[config.mk]
export PLATFORM = sky130hd
export DESIGN_NAME = midi_event_time_converter
export DESIGN_NICKNAME = d
export VERILOG_FILES = /design/src/rtl/met_pkg.sv /design/src/rtl/met_front.sv /design/src/rtl/met_queue.sv /design/src/rtl/met_back.sv /design/src/rtl/midi_event_time_converter.sv
export SDC_FILE = /design/constraint.sdc
export NUM_CORES = 2
export LEC_CHECK = 0
export ABC_CLOCK_PERIOD_IN_PS = 7400
export BUFFER_PORTS_ARGS = -buffer_cell sky130_fd_sc_hd__clkbuf_2
export CAP_MARGIN = 20
export CORE_ASPECT_RATIO = 1.2
export CORE_MARGIN = 8
export CORE_UTILIZATION = 50
export DETAILED_ROUTE_END_ITERATION = 7
export GPL_TIMING_DRIVEN = 0
export PLACE_DENSITY = 0.69
export SYNTH_ARGS = -nofsm -noshare
export SYNTH_HDL_FRONTEND = slang
export SYNTH_HIERARCHICAL = 1
export SYNTH_SLANG_ARGS = --single-unit
[constraint.sdc]
create_clock -name clk -period 7.4 [get_ports clk]
set_clock_uncertainty 0.15 [all_clocks]
set_input_delay 0.74 -clock clk [delete_from_list [all_inputs] [get_ports clk]]
set_output_delay 0.74 -clock clk [all_outputs]
set_load 0.05 [all_outputs]
[src/rtl/met_pkg.sv]
package met_pkg;

    localparam int TICK_W    = 32;
    localparam int TEMPO_W   = 24;
    localparam int PPQ_W     = 16;
    localparam int TIME_W    = 64;
    localparam int PROD_W    = TICK_W + TEMPO_W;
    localparam int DIV_STEPS = PROD_W;
    localparam int CNT_W     = $clog2(DIV_STEPS);

    localparam logic [TEMPO_W-1:0] TEMPO_RESET = 24'd500000;
    localparam logic [PPQ_W-1:0]   PPQ_RESET   = 16'd480;
    localparam logic [7:0]         META_TEMPO  = 8'h51;
    localparam logic [15:0]        TEMPO_MIN_EXTRA = 16'd3;

    localparam logic [3:0] KIND_NOTE_OFF   = 4'h8;
    localparam logic [3:0] KIND_NOTE_ON    = 4'h9;
    localparam logic [3:0] KIND_POLY_PRESS = 4'hA;
    localparam logic [3:0] KIND_CONTROL    = 4'hB;
    localparam logic [3:0] KIND_PROGRAM    = 4'hC;
    localparam logic [3:0] KIND_CHAN_PRESS = 4'hD;
    localparam logic [3:0] KIND_PITCH_BEND = 4'hE;
    localparam logic [3:0] KIND_SYSTEM     = 4'hF;

    localparam logic [3:0] SYS_TIME_CODE   = 4'h1;
    localparam logic [3:0] SYS_SONG_POS    = 4'h2;
    localparam logic [3:0] SYS_SONG_SELECT = 4'h3;
    localparam logic [3:0] SYS_TUNE        = 4'h6;
    localparam logic [3:0] SYS_CLOCK       = 4'h8;
    localparam logic [3:0] SYS_START       = 4'hA;
    localparam logic [3:0] SYS_CONTINUE    = 4'hB;
    localparam logic [3:0] SYS_STOP        = 4'hC;
    localparam logic [3:0] SYS_SENSE       = 4'hE;
    localparam logic [3:0] SYS_META        = 4'hF;

    localparam logic [1:0] LEN_NONE  = 2'd0;
    localparam logic [1:0] LEN_ONE   = 2'd1;
    localparam logic [1:0] LEN_TWO   = 2'd2;
    localparam logic [1:0] LEN_THREE = 2'd3;

    typedef struct packed {
        logic [TICK_W-1:0]  delta;
        logic               msg_valid;
        logic [7:0]         status;
        logic [7:0]         byte_one;
        logic [7:0]         byte_two;
        logic [1:0]         length;
        logic               tempo_load;
        logic [TEMPO_W-1:0] tempo;
    } job_t;

endpackage

[src/rtl/met_front.sv]
module met_front (
    input  logic                        clk,
    input  logic                        rst_n,
    input  logic                        accept,
    input  logic [met_pkg::TICK_W-1:0]  event_ticks,
    input  logic [7:0]                  status_byte,
    input  logic [7:0]                  data_first,
    input  logic [7:0]                  data_second,
    input  logic [7:0]                  extra_first,
    input  logic [7:0]                  extra_second,
    input  logic [7:0]                  extra_third,
    input  logic [15:0]                 extra_count,
    output met_pkg::job_t               job
);
    import met_pkg::*;

    logic [TICK_W-1:0] prev_ticks_reg;
    logic [TICK_W-1:0] prev_ticks_next;
    logic [3:0]        kind;
    logic [3:0]        sys;
    logic [1:0]        len;
    logic [7:0]        b1;
    logic [7:0]        b2;
    logic              tempo_load;

    assign kind = status_byte[7:4];
    assign sys  = status_byte[3:0];

    always_comb
    begin
        len        = LEN_NONE;
        b1         = 8'd0;
        b2         = 8'd0;
        tempo_load = 1'b0;
        unique case (kind)
            KIND_NOTE_OFF, KIND_NOTE_ON, KIND_POLY_PRESS, KIND_CONTROL, KIND_PITCH_BEND:
            begin
                len = LEN_THREE;
                b1  = data_first;
                b2  = data_second;
            end
            KIND_PROGRAM, KIND_CHAN_PRESS:
            begin
                len = LEN_TWO;
                b1  = data_first;
            end
            KIND_SYSTEM:
            begin
                unique case (sys)
                    SYS_TIME_CODE, SYS_SONG_SELECT:
                    begin
                        len = LEN_TWO;
                        b1  = extra_first;
                    end
                    SYS_SONG_POS:
                    begin
                        len = LEN_THREE;
                        b1  = extra_first;
                        b2  = extra_second;
                    end
                    SYS_TUNE, SYS_CLOCK, SYS_START, SYS_CONTINUE, SYS_STOP, SYS_SENSE:
                    begin
                        len = LEN_ONE;
                    end
                    SYS_META:
                    begin
                        tempo_load = (data_first == META_TEMPO) &&
                                     (extra_count >= TEMPO_MIN_EXTRA);
                    end
                    default:
                    begin
                        len = LEN_NONE;
                    end
                endcase
            end
            default:
            begin
                len = LEN_NONE;
            end
        endcase
    end

    always_comb
    begin
        job.delta      = event_ticks - prev_ticks_reg;
        job.msg_valid  = (len != LEN_NONE);
        job.status     = (len != LEN_NONE) ? status_byte : 8'd0;
        job.byte_one   = b1;
        job.byte_two   = b2;
        job.length     = len;
        job.tempo_load = tempo_load;
        job.tempo      = {extra_first, extra_second, extra_third};
    end

    assign prev_ticks_next = accept ? event_ticks : prev_ticks_reg;

    always_ff @(posedge clk or negedge rst_n)
    begin
        if (!rst_n)
        begin
            prev_ticks_reg <= '0;
        end
        else
        begin
            prev_ticks_reg <= prev_ticks_next;
        end
    end

endmodule

[src/rtl/met_queue.sv]
module met_queue (
    input  logic          clk,
    input  logic          rst_n,
    input  logic          wr_en,
    input  met_pkg::job_t wr_job,
    output logic          q_full,
    input  logic          rd_en,
    output met_pkg::job_t rd_job,
    output logic          q_empty
);
    import met_pkg::*;

    job_t       mem [2];
    logic       wr_ptr_reg;
    logic       wr_ptr_next;
    logic       rd_ptr_reg;
    logic       rd_ptr_next;
    logic [1:0] count_reg;
    logic [1:0] count_next;
    logic       do_wr;
    logic       do_rd;

    assign q_full  = (count_reg == 2'd2);
    assign q_empty = (count_reg == 2'd0);
    assign do_wr   = wr_en && !q_full;
    assign do_rd   = rd_en && !q_empty;
    assign rd_job  = mem[rd_ptr_reg];

    always_comb
    begin
        wr_ptr_next = do_wr ? ~wr_ptr_reg : wr_ptr_reg;
        rd_ptr_next = do_rd ? ~rd_ptr_reg : rd_ptr_reg;
        count_next  = count_reg;
        if (do_wr && !do_rd)
        begin
            count_next = count_reg + 2'd1;
        end
        else if (do_rd && !do_wr)
        begin
            count_next = count_reg - 2'd1;
        end
    end

    always_ff @(posedge clk)
    begin
        if (do_wr)
        begin
            mem[wr_ptr_reg] <= wr_job;
        end
    end

    always_ff @(posedge clk or negedge rst_n)
    begin
        if (!rst_n)
        begin
            wr_ptr_reg <= 1'b0;
            rd_ptr_reg <= 1'b0;
            count_reg  <= 2'd0;
        end
        else
        begin
            wr_ptr_reg <= wr_ptr_next;
            rd_ptr_reg <= rd_ptr_next;
            count_reg  <= count_next;
        end
    end

endmodule

[src/rtl/met_back.sv]
module met_back (
    input  logic                          clk,
    input  logic                          rst_n,
    input  logic [met_pkg::PPQ_W-1:0]     ppq,
    input  logic                          q_empty,
    input  met_pkg::job_t                 q_job,
    output logic                          q_pop,
    input  logic                          pop,
    output logic                          empty,
    output logic                          message_valid,
    output logic [7:0]                    message_status,
    output logic [7:0]                    message_byte_one,
    output logic [7:0]                    message_byte_two,
    output logic [1:0]                    message_length,
    output logic [met_pkg::TIME_W-1:0]    event_time_us
);
    import met_pkg::*;

    localparam logic [1:0] ST_IDLE = 2'd0;
    localparam logic [1:0] ST_MUL  = 2'd1;
    localparam logic [1:0] ST_DIV  = 2'd2;
    localparam logic [1:0] ST_DONE = 2'd3;
    localparam logic [CNT_W-1:0] CNT_LAST = CNT_W'(DIV_STEPS - 1);

    logic [1:0]         state_reg;
    logic [1:0]         state_next;
    job_t               job_reg;
    logic [TEMPO_W-1:0] tempo_reg;
    logic [TEMPO_W-1:0] tempo_next;
    logic [TIME_W-1:0]  time_reg;
    logic [TIME_W-1:0]  time_next;
    logic [PROD_W-1:0]  quo_reg;
    logic [PROD_W-1:0]  quo_next;
    logic [PPQ_W-1:0]   rem_reg;
    logic [PPQ_W-1:0]   rem_next;
    logic [CNT_W-1:0]   cnt_reg;
    logic [CNT_W-1:0]   cnt_next;
    logic               out_valid_reg;
    logic               out_valid_next;
    logic [PPQ_W:0]     rem_shift;
    logic               rem_ge;
    logic               commit;
    logic [TIME_W-1:0]  time_sum;

    logic               msg_valid_reg;
    logic [7:0]         msg_status_reg;
    logic [7:0]         msg_b1_reg;
    logic [7:0]         msg_b2_reg;
    logic [1:0]         msg_len_reg;
    logic [TIME_W-1:0]  trig_reg;

    assign q_pop  = (state_reg == ST_IDLE) && !q_empty;
    assign commit = (state_reg == ST_DONE) && (!out_valid_reg || pop);

    assign rem_shift = {rem_reg, quo_reg[PROD_W-1]};
    assign rem_ge    = (rem_shift >= {1'b0, ppq});

    // zero resolution adds no time
    assign time_sum = (ppq == '0) ? time_reg
                                  : time_reg + {{(TIME_W-PROD_W){1'b0}}, quo_reg};

    always_comb
    begin
        state_next = state_reg;
        quo_next   = quo_reg;
        rem_next   = rem_reg;
        cnt_next   = cnt_reg;
        tempo_next = tempo_reg;
        time_next  = time_reg;
        unique case (state_reg)
            ST_IDLE:
            begin
                if (!q_empty)
                begin
                    state_next = ST_MUL;
                end
            end
            ST_MUL:
            begin
                quo_next   = job_reg.delta * tempo_reg;
                rem_next   = '0;
                cnt_next   = '0;
                state_next = ST_DIV;
            end
            ST_DIV:
            begin
                quo_next = {quo_reg[PROD_W-2:0], rem_ge};
                rem_next = rem_ge ? PPQ_W'(rem_shift - {1'b0, ppq})
                                  : rem_shift[PPQ_W-1:0];
                cnt_next = cnt_reg + CNT_W'(1);
                if (cnt_reg == CNT_LAST)
                begin
                    state_next = ST_DONE;
                end
            end
            ST_DONE:
            begin
                if (commit)
                begin
                    time_next  = time_sum;
                    tempo_next = job_reg.tempo_load ? job_reg.tempo : tempo_reg;
                    state_next = ST_IDLE;
                end
            end
            default:
            begin
                state_next = ST_IDLE;
            end
        endcase
    end

    always_comb
    begin
        out_valid_next = out_valid_reg;
        if (commit)
        begin
            out_valid_next = 1'b1;
        end
        else if (pop)
        begin
            out_valid_next = 1'b0;
        end
    end

    always_ff @(posedge clk)
    begin
        if (q_pop)
        begin
            job_reg <= q_job;
        end
        quo_reg <= quo_next;
        rem_reg <= rem_next;
        cnt_reg <= cnt_next;
        if (commit)
        begin
            msg_valid_reg  <= job_reg.msg_valid;
            msg_status_reg <= job_reg.status;
            msg_b1_reg     <= job_reg.byte_one;
            msg_b2_reg     <= job_reg.byte_two;
            msg_len_reg    <= job_reg.length;
            trig_reg       <= time_sum;
        end
    end

    always_ff @(posedge clk or negedge rst_n)
    begin
        if (!rst_n)
        begin
            state_reg     <= ST_IDLE;
            tempo_reg     <= TEMPO_RESET;
            time_reg      <= '0;
            out_valid_reg <= 1'b0;
        end
        else
        begin
            state_reg     <= state_next;
            tempo_reg     <= tempo_next;
            time_reg      <= time_next;
            out_valid_reg <= out_valid_next;
        end
    end

    assign empty            = !out_valid_reg;
    assign message_valid    = msg_valid_reg;
    assign message_status   = msg_status_reg;
    assign message_byte_one = msg_b1_reg;
    assign message_byte_two = msg_b2_reg;
    assign message_length   = msg_len_reg;
    assign event_time_us    = trig_reg;

    a_commit_shows: assert property (@(posedge clk) disable iff (!rst_n)
        commit |=> out_valid_reg)
        else $error("committed item not shown");

    a_result_holds: assert property (@(posedge clk) disable iff (!rst_n)
        out_valid_reg && !pop |=> out_valid_reg && $stable(trig_reg))
        else $error("waiting result lost or changed");

    a_div_count: assert property (@(posedge clk) disable iff (!rst_n)
        state_reg == ST_DIV |-> cnt_reg <= CNT_LAST)
        else $error("divider count out of range");

    a_start: assert property (@(posedge clk) disable iff (!rst_n)
        state_reg == ST_IDLE && !q_empty |=> state_reg == ST_MUL)
        else $error("queued item not started");

    a_time_only_on_commit: assert property (@(posedge clk) disable iff (!rst_n)
        !commit |=> $stable(time_reg) && $stable(tempo_reg))
        else $error("running state changed without commit");

endmodule

[src/rtl/midi_event_time_converter.sv]
// midi event time converter
// input queue side: push with full; an item is taken when push is high and
// full is low. fields: event_ticks, status_byte, data and extra bytes.
// result queue side: empty with pop; the oldest result sits on the message
// and event_time_us ports while empty is low and leaves when pop is high.
// config: cfg_valid/cfg_ready write ticks_per_quarter; cfg_ready is always
// high; write it only while the block is idle.
// steps: a start state that takes the item from the queue, a multiply
// state, the bit-serial 56-step divide of delta*tempo by ticks_per_quarter
// and a commit state that waits until the result register is free.
// the back end works on one item at a time; a two-item queue in front lets
// up to two more items be pushed while one is in the divider.
// a stalled receiver holds the finished result; the divider then finishes
// the next item and waits, and full rises once the queue is used up.
// reset: tempo 500000 us per quarter, ticks_per_quarter 480, previous tick
// and running time zero, all queues empty.
module midi_event_time_converter (
    input  logic                        clk,
    input  logic                        rst_n,
    input  logic                        push,
    output logic                        full,
    input  logic [met_pkg::TICK_W-1:0]  event_ticks,
    input  logic [7:0]                  status_byte,
    input  logic [7:0]                  data_first,
    input  logic [7:0]                  data_second,
    input  logic [7:0]                  extra_first,
    input  logic [7:0]                  extra_second,
    input  logic [7:0]                  extra_third,
    input  logic [15:0]                 extra_count,
    input  logic                        pop,
    output logic                        empty,
    output logic                        message_valid,
    output logic [7:0]                  message_status,
    output logic [7:0]                  message_byte_one,
    output logic [7:0]                  message_byte_two,
    output logic [1:0]                  message_length,
    output logic [met_pkg::TIME_W-1:0]  event_time_us,
    input  logic                        cfg_valid,
    output logic                        cfg_ready,
    input  logic [met_pkg::PPQ_W-1:0]   ticks_per_quarter
);
    import met_pkg::*;

    logic [PPQ_W-1:0] ppq_reg;
    logic [PPQ_W-1:0] ppq_next;
    logic             accept;
    logic             q_full;
    logic             q_empty;
    logic             q_pop;
    job_t             front_job;
    job_t             head_job;

    assign cfg_ready = 1'b1;
    assign ppq_next  = (cfg_valid && cfg_ready) ? ticks_per_quarter : ppq_reg;

    always_ff @(posedge clk or negedge rst_n)
    begin
        if (!rst_n)
        begin
            ppq_reg <= PPQ_RESET;
        end
        else
        begin
            ppq_reg <= ppq_next;
        end
    end

    assign full   = q_full;
    assign accept = push && !q_full;

    met_front u_front (
        .clk          (clk),
        .rst_n        (rst_n),
        .accept       (accept),
        .event_ticks  (event_ticks),
        .status_byte  (status_byte),
        .data_first   (data_first),
        .data_second  (data_second),
        .extra_first  (extra_first),
        .extra_second (extra_second),
        .extra_third  (extra_third),
        .extra_count  (extra_count),
        .job          (front_job)
    );

    met_queue u_queue (
        .clk     (clk),
        .rst_n   (rst_n),
        .wr_en   (accept),
        .wr_job  (front_job),
        .q_full  (q_full),
        .rd_en   (q_pop),
        .rd_job  (head_job),
        .q_empty (q_empty)
    );

    met_back u_back (
        .clk              (clk),
        .rst_n            (rst_n),
        .ppq              (ppq_reg),
        .q_empty          (q_empty),
        .q_job            (head_job),
        .q_pop            (q_pop),
        .pop              (pop),
        .empty            (empty),
        .message_valid    (message_valid),
        .message_status   (message_status),
        .message_byte_one (message_byte_one),
        .message_byte_two (message_byte_two),
        .message_length   (message_length),
        .event_time_us    (event_time_us)
    );

endmodule
==> results.md <==
- The flow ran to the end, but the final reports show violations.
- The final reports fail on negative setup slack.
- Synthesis inferred 564 register bits.
- For this configuration, the core starts out at a cell density of 0.502.
- The number of port buffers is 200.
- The via count of the first global-routing pass is 39300.
- The worst path in the final design needs a cycle of 7.55 ns, including I/O delays and setup.
- Of the total synthesized cell area, the portion taken by XOR and XNOR cells is 0.0272.
- At the worst endpoint, the arrival time is 7.85 ns.
- The worst setup margin is -0.147 ns.
- The most used cell along the critical path is sky130_fd_sc_hd__fa_1.
- The average wire per standard cell is 21.8 um.
- For this run, the detailed router's first-pass iteration total came to 8.
- The main combinational cell family by area after synthesis is adder cells.
- The clock slew at the register clock pins of the worst setup and hold paths is 0.06 ns.
- The post-synthesis adder-cell area fraction is 0.323.
- After detailed placement, the design holds a cell count of between 6000 and 7000.
- The combined flip-flop and latch cell area is 16300 sq um.
- Synthesis produced a netlist with a net count of 6152.
- The critical path goes through clkbuf_2 -> and2_1 -> fa_1 -> inv_1 -> fa_1 -> fa_1 -> inv_1 -> fa_1 -> fa_1 -> fa_1 -> inv_1 -> fa_1 -> inv_1 -> ha_2 -> inv_1 -> o21bai_1 -> a21oi_2 -> o21ai_2 -> a2111o_1 -> a211oi_2 -> o21ai_2 -> a2bb2oi_2 -> a211o_1.
- The first routing iteration left between 2000 and 2500 violations.
- Routability-driven placement finished with a final weighted congestion of 1.01.
- After routing, the total negative slack on setup checks comes to -0.343 ns.
- The number of flip-flops in the largest register is 168.
- Setup violations remaining at the end of the flow were counted as 3.
- Synthesis handed over a netlist of just over 5000 instances.
- The portion of synthesized area spent on multiplexers is 0.0341.
- The remaining antenna violation count is 0.
- The slowest cell on the critical path is sky130_fd_sc_hd__dfrtp_1.
- The floorplan step set the die width to 311 um.
- The predominant post-synthesis flop cell is sky130_fd_sc_hd__edfxtp_1.
- Setup repair after global routing could not meet its margin everywhere.
- The deepest level of the CTS H-tree is 2.
- The routed layout has 37800 vias.
- Measured against its own limit, the worst slew margin works out to 0.295.
- During I/O placement, the number of pins put on the boundary was roughly 210.
- The fraction of post-synthesis cell area in the top cell type by area is 0.253.
- The core region is about 100000 sq um.
- The floorplan has 130 rows.
- The worst setup path is launched from a register.
- At the pin with the least slew margin, the transition time is 1.06 ns.
- The vias per cell is 5.48.
- The number of nets in the layout is 6523.
- The HPWL reported at the end of detailed placement is 119 mm.
- The share of the Yosys chip area taken by registers is 0.311.
- VDD sags by at most 235 uV.
- The number of distinct standard cells referenced by the synthesized netlist is 93.
- In this design, the stage delay of the slowest critical-path cell is 0.56 ns.
- Buffers inserted during clock tree synthesis total 60.
- The die footprint is 115000 sq um.
- Dividing the final minimum period by the clock period gives 1.02.
- Counting the fill cells in the layout gives 8973.
- The first-pass GRT wire length is 229 mm.
- The simple logic cell fraction of the synthesized area is 0.134.
- The data required time of the critical path is 7.70 ns.
- In this run the worst path has a maximum fanout of 10.
- The TritonCTS clock tree is built.
- The min-delay analysis places its worst path in the category in -> reg.
- By area the synthesized netlist is led by sky130_fd_sc_hd__fa_1, sky130_fd_sc_hd__edfxtp_1, sky130_fd_sc_hd__ha_1.
- The average instance in the mapped netlist occupies 10.3 sq um.
- For this run, the total global-route usage over all layers was measured as 0.257.
- CTS saw 564 sinks.
- The total power per unit cell area is 171 nW/um^2.
- The routed wire length is 150 mm.
- Excluding fillers, the count of instances in the completed layout stands at 6893.
- The compound-gate portion of the synthesized area was 0.0878.
- The count of final hold-check violations is 0.
- The final routed DRC violation total is 0.
- The standby leakage power is 27.6 nW.
- The maximum clock path buffer count is 3.
- The slack of the worst reg-to-reg path is -0.15 ns.
- The number of antenna violations at the first check in global routing is 2.
- The synthesized design contains 421 enable-type register cells.
- The share of cells above drive strength 1 is 0.167.
- The achievable clock frequency is 133 MHz.
- The worst setup path category is reg -> reg.
- The cell type group with the largest total delay on the critical path is adder cells.
- In this run the clock root is driven by a sky130_fd_sc_hd__clkbuf_16.
- The synthesized netlist occupies a cell area of 52200 sq um.
- At the placement stage, the worst setup path has a slack of -1.54 ns.
- The die extent in y is 370 um.
- The sort of element at the end of the critical path is a register.
- After global routing the overflow that remains totals 0.
- The post-route worst hold slack is slightly above 0.08 ns.
- The signed area change from the synthesized netlist to the final layout is 14.3%.
- The later pin in the worst-skew pair is clocked with a latency of ~0.70 ns.
- Max-cap violations in this run came to 0.
- The number of max-slew violations in the final report came to 0.
- The multi-input combinational cells in the finished layout cover a total of around 32000 sq um.
- The critical path contains buffers and inverters numbering 6 combined.
- During synthesis, Yosys emitted a total of 6 warnings.
- The async set or reset register ratio after synthesis is 0.254.
- The leading area contributor after synthesis is sky130_fd_sc_hd__fa_1.
- Entering global routing, the biggest net connects 91 pins.
==> what timing repair did <==
item,CTS,global route
cloned,1,2
resized for setup,323,210
hold buffers,1,0
hold endpoints to repair,52,0
pin swaps,25,99
endpoints found under the setup margin,37,24
buffers inserted,54,50
==> logic make-up after synthesis <==
group,count (synthesis)
compound gates,712
xor+xnor,162
fa+ha+maj,952
buf+inv,1101
flops,564
mux,156
other cells,1
simple gates,1435
==> cells in the final DEF, fill, tap and decap left out, types with 77 or more instances in the layout <==
cell                         n
sky130_fd_sc_hd__a21o_1     95
sky130_fd_sc_hd__a21oi_1   154
sky130_fd_sc_hd__and2_1    395
sky130_fd_sc_hd__buf_4     138
sky130_fd_sc_hd__clkbuf_1   77
sky130_fd_sc_hd__clkbuf_2  235
sky130_fd_sc_hd__dfrtp_1   121
sky130_fd_sc_hd__edfxtp_1  421
sky130_fd_sc_hd__fa_1      633
sky130_fd_sc_hd__ha_1      258
sky130_fd_sc_hd__inv_1     811
sky130_fd_sc_hd__mux2_2     83
sky130_fd_sc_hd__nand2_1   679
sky130_fd_sc_hd__nor2_1     94
sky130_fd_sc_hd__o21ai_0   199
sky130_fd_sc_hd__xnor2_1    98
==> Yosys cell counts (30+ instances only) <==
master / n
sky130_fd_sc_hd__xnor2_1: 99
sky130_fd_sc_hd__nor2b_1: 39
sky130_fd_sc_hd__a21o_1: 96
sky130_fd_sc_hd__fa_1: 661
sky130_fd_sc_hd__nor3_1: 32
sky130_fd_sc_hd__inv_1: 831
sky130_fd_sc_hd__edfxtp_1: 421
sky130_fd_sc_hd__nand3_1: 44
sky130_fd_sc_hd__buf_4: 30
sky130_fd_sc_hd__and2_1: 401
sky130_fd_sc_hd__xor2_1: 63
sky130_fd_sc_hd__dfrtp_1: 132
sky130_fd_sc_hd__nand4_1: 43
sky130_fd_sc_hd__nor2_1: 96
sky130_fd_sc_hd__clkbuf_1: 206
sky130_fd_sc_hd__nand2_1: 683
sky130_fd_sc_hd__ha_1: 291
sky130_fd_sc_hd__mux2_1: 50
sky130_fd_sc_hd__a21oi_1: 168
sky130_fd_sc_hd__mux2_2: 84
sky130_fd_sc_hd__o21ai_0: 213
sky130_fd_sc_hd__o21ai_1: 37
==> power breakdown <==
part	leakage, nW	internal (W)	switching, W
Combinational	20.8	0.00106	0.00161
Clock	1.02	0.00183	0.00133
Sequential	5.79	0.00419	0.000196
==> path summary, 6_finish.rpt <==
| check | start | end | depth (start not counted) |
|---|---|---|---|
| worst max-delay path | u_back/tempo_reg[23]$_DFFE_PN0P_ | u_back/quo_reg[55]$_DFFE_PP_ | 23 |
| worst min-delay path | extra_third[0] | u_queue/mem[0][0]$_DFFE_PP_ | 1 |
| worst max register to register | u_back/tempo_reg[23]$_DFFE_PN0P_ | u_back/quo_reg[55]$_DFFE_PP_ | 23 |
| worst min register to register | u_back/job_reg[25]$_DFFE_PP_ | u_back/message_length[0]$_DFFE_PP_ | 0 |
| max in group asynchronous | rst_n | u_back/time_reg[34]$_DFFE_PN0P_ | 3 |
| min in group asynchronous | rst_n | u_front/prev_ticks_reg[18]$_DFFE_PN0P_ | 2 |
==> per-layer routing <==
layer | share of wire | global-route usage | wire [um] | up-vias
met5 | 0 | 0 | 0 | -
met4 | 0.059 | 0.128 | 8930 | 0
met3 | 0.072 | 0.0451 | 10900 | 371
met2 | 0.48 | 0.432 | 71700 | 1450
met1 | 0.39 | 0.319 | 58600 | 18900
li1 | - | - | - | 17100
==> per-stage QoR <==
stage | area, sq um | total power, W | utilization
2_1_floorplan | 52200 | 0.00641 | -
3_3_place_gp | 55000 | 0.00702 | 0.528
3_5_place_dp | 55200 | 0.00710 | 0.531
4_1_cts | 58700 | 0.0103 | 0.564
5_1_grt | 59700 | 0.0108 | 0.574
6_report | 59700 | 0.0102 | 0.574
==> cell type report <==
cell class	count	share of cell area
Buffer	261	0.0308
Clock inverter	39	0.00880
Clock buffer	75	0.0266
Timing Repair Buffer	318	0.0366
Sequential cell	564	0.272
Multi-Input combinational cell	3418	0.543
Tap cell	1386	0.0290
Antenna cell	1	0.0000419
Inverter	831	0.0524
Power figures use the tool's default switching activity.
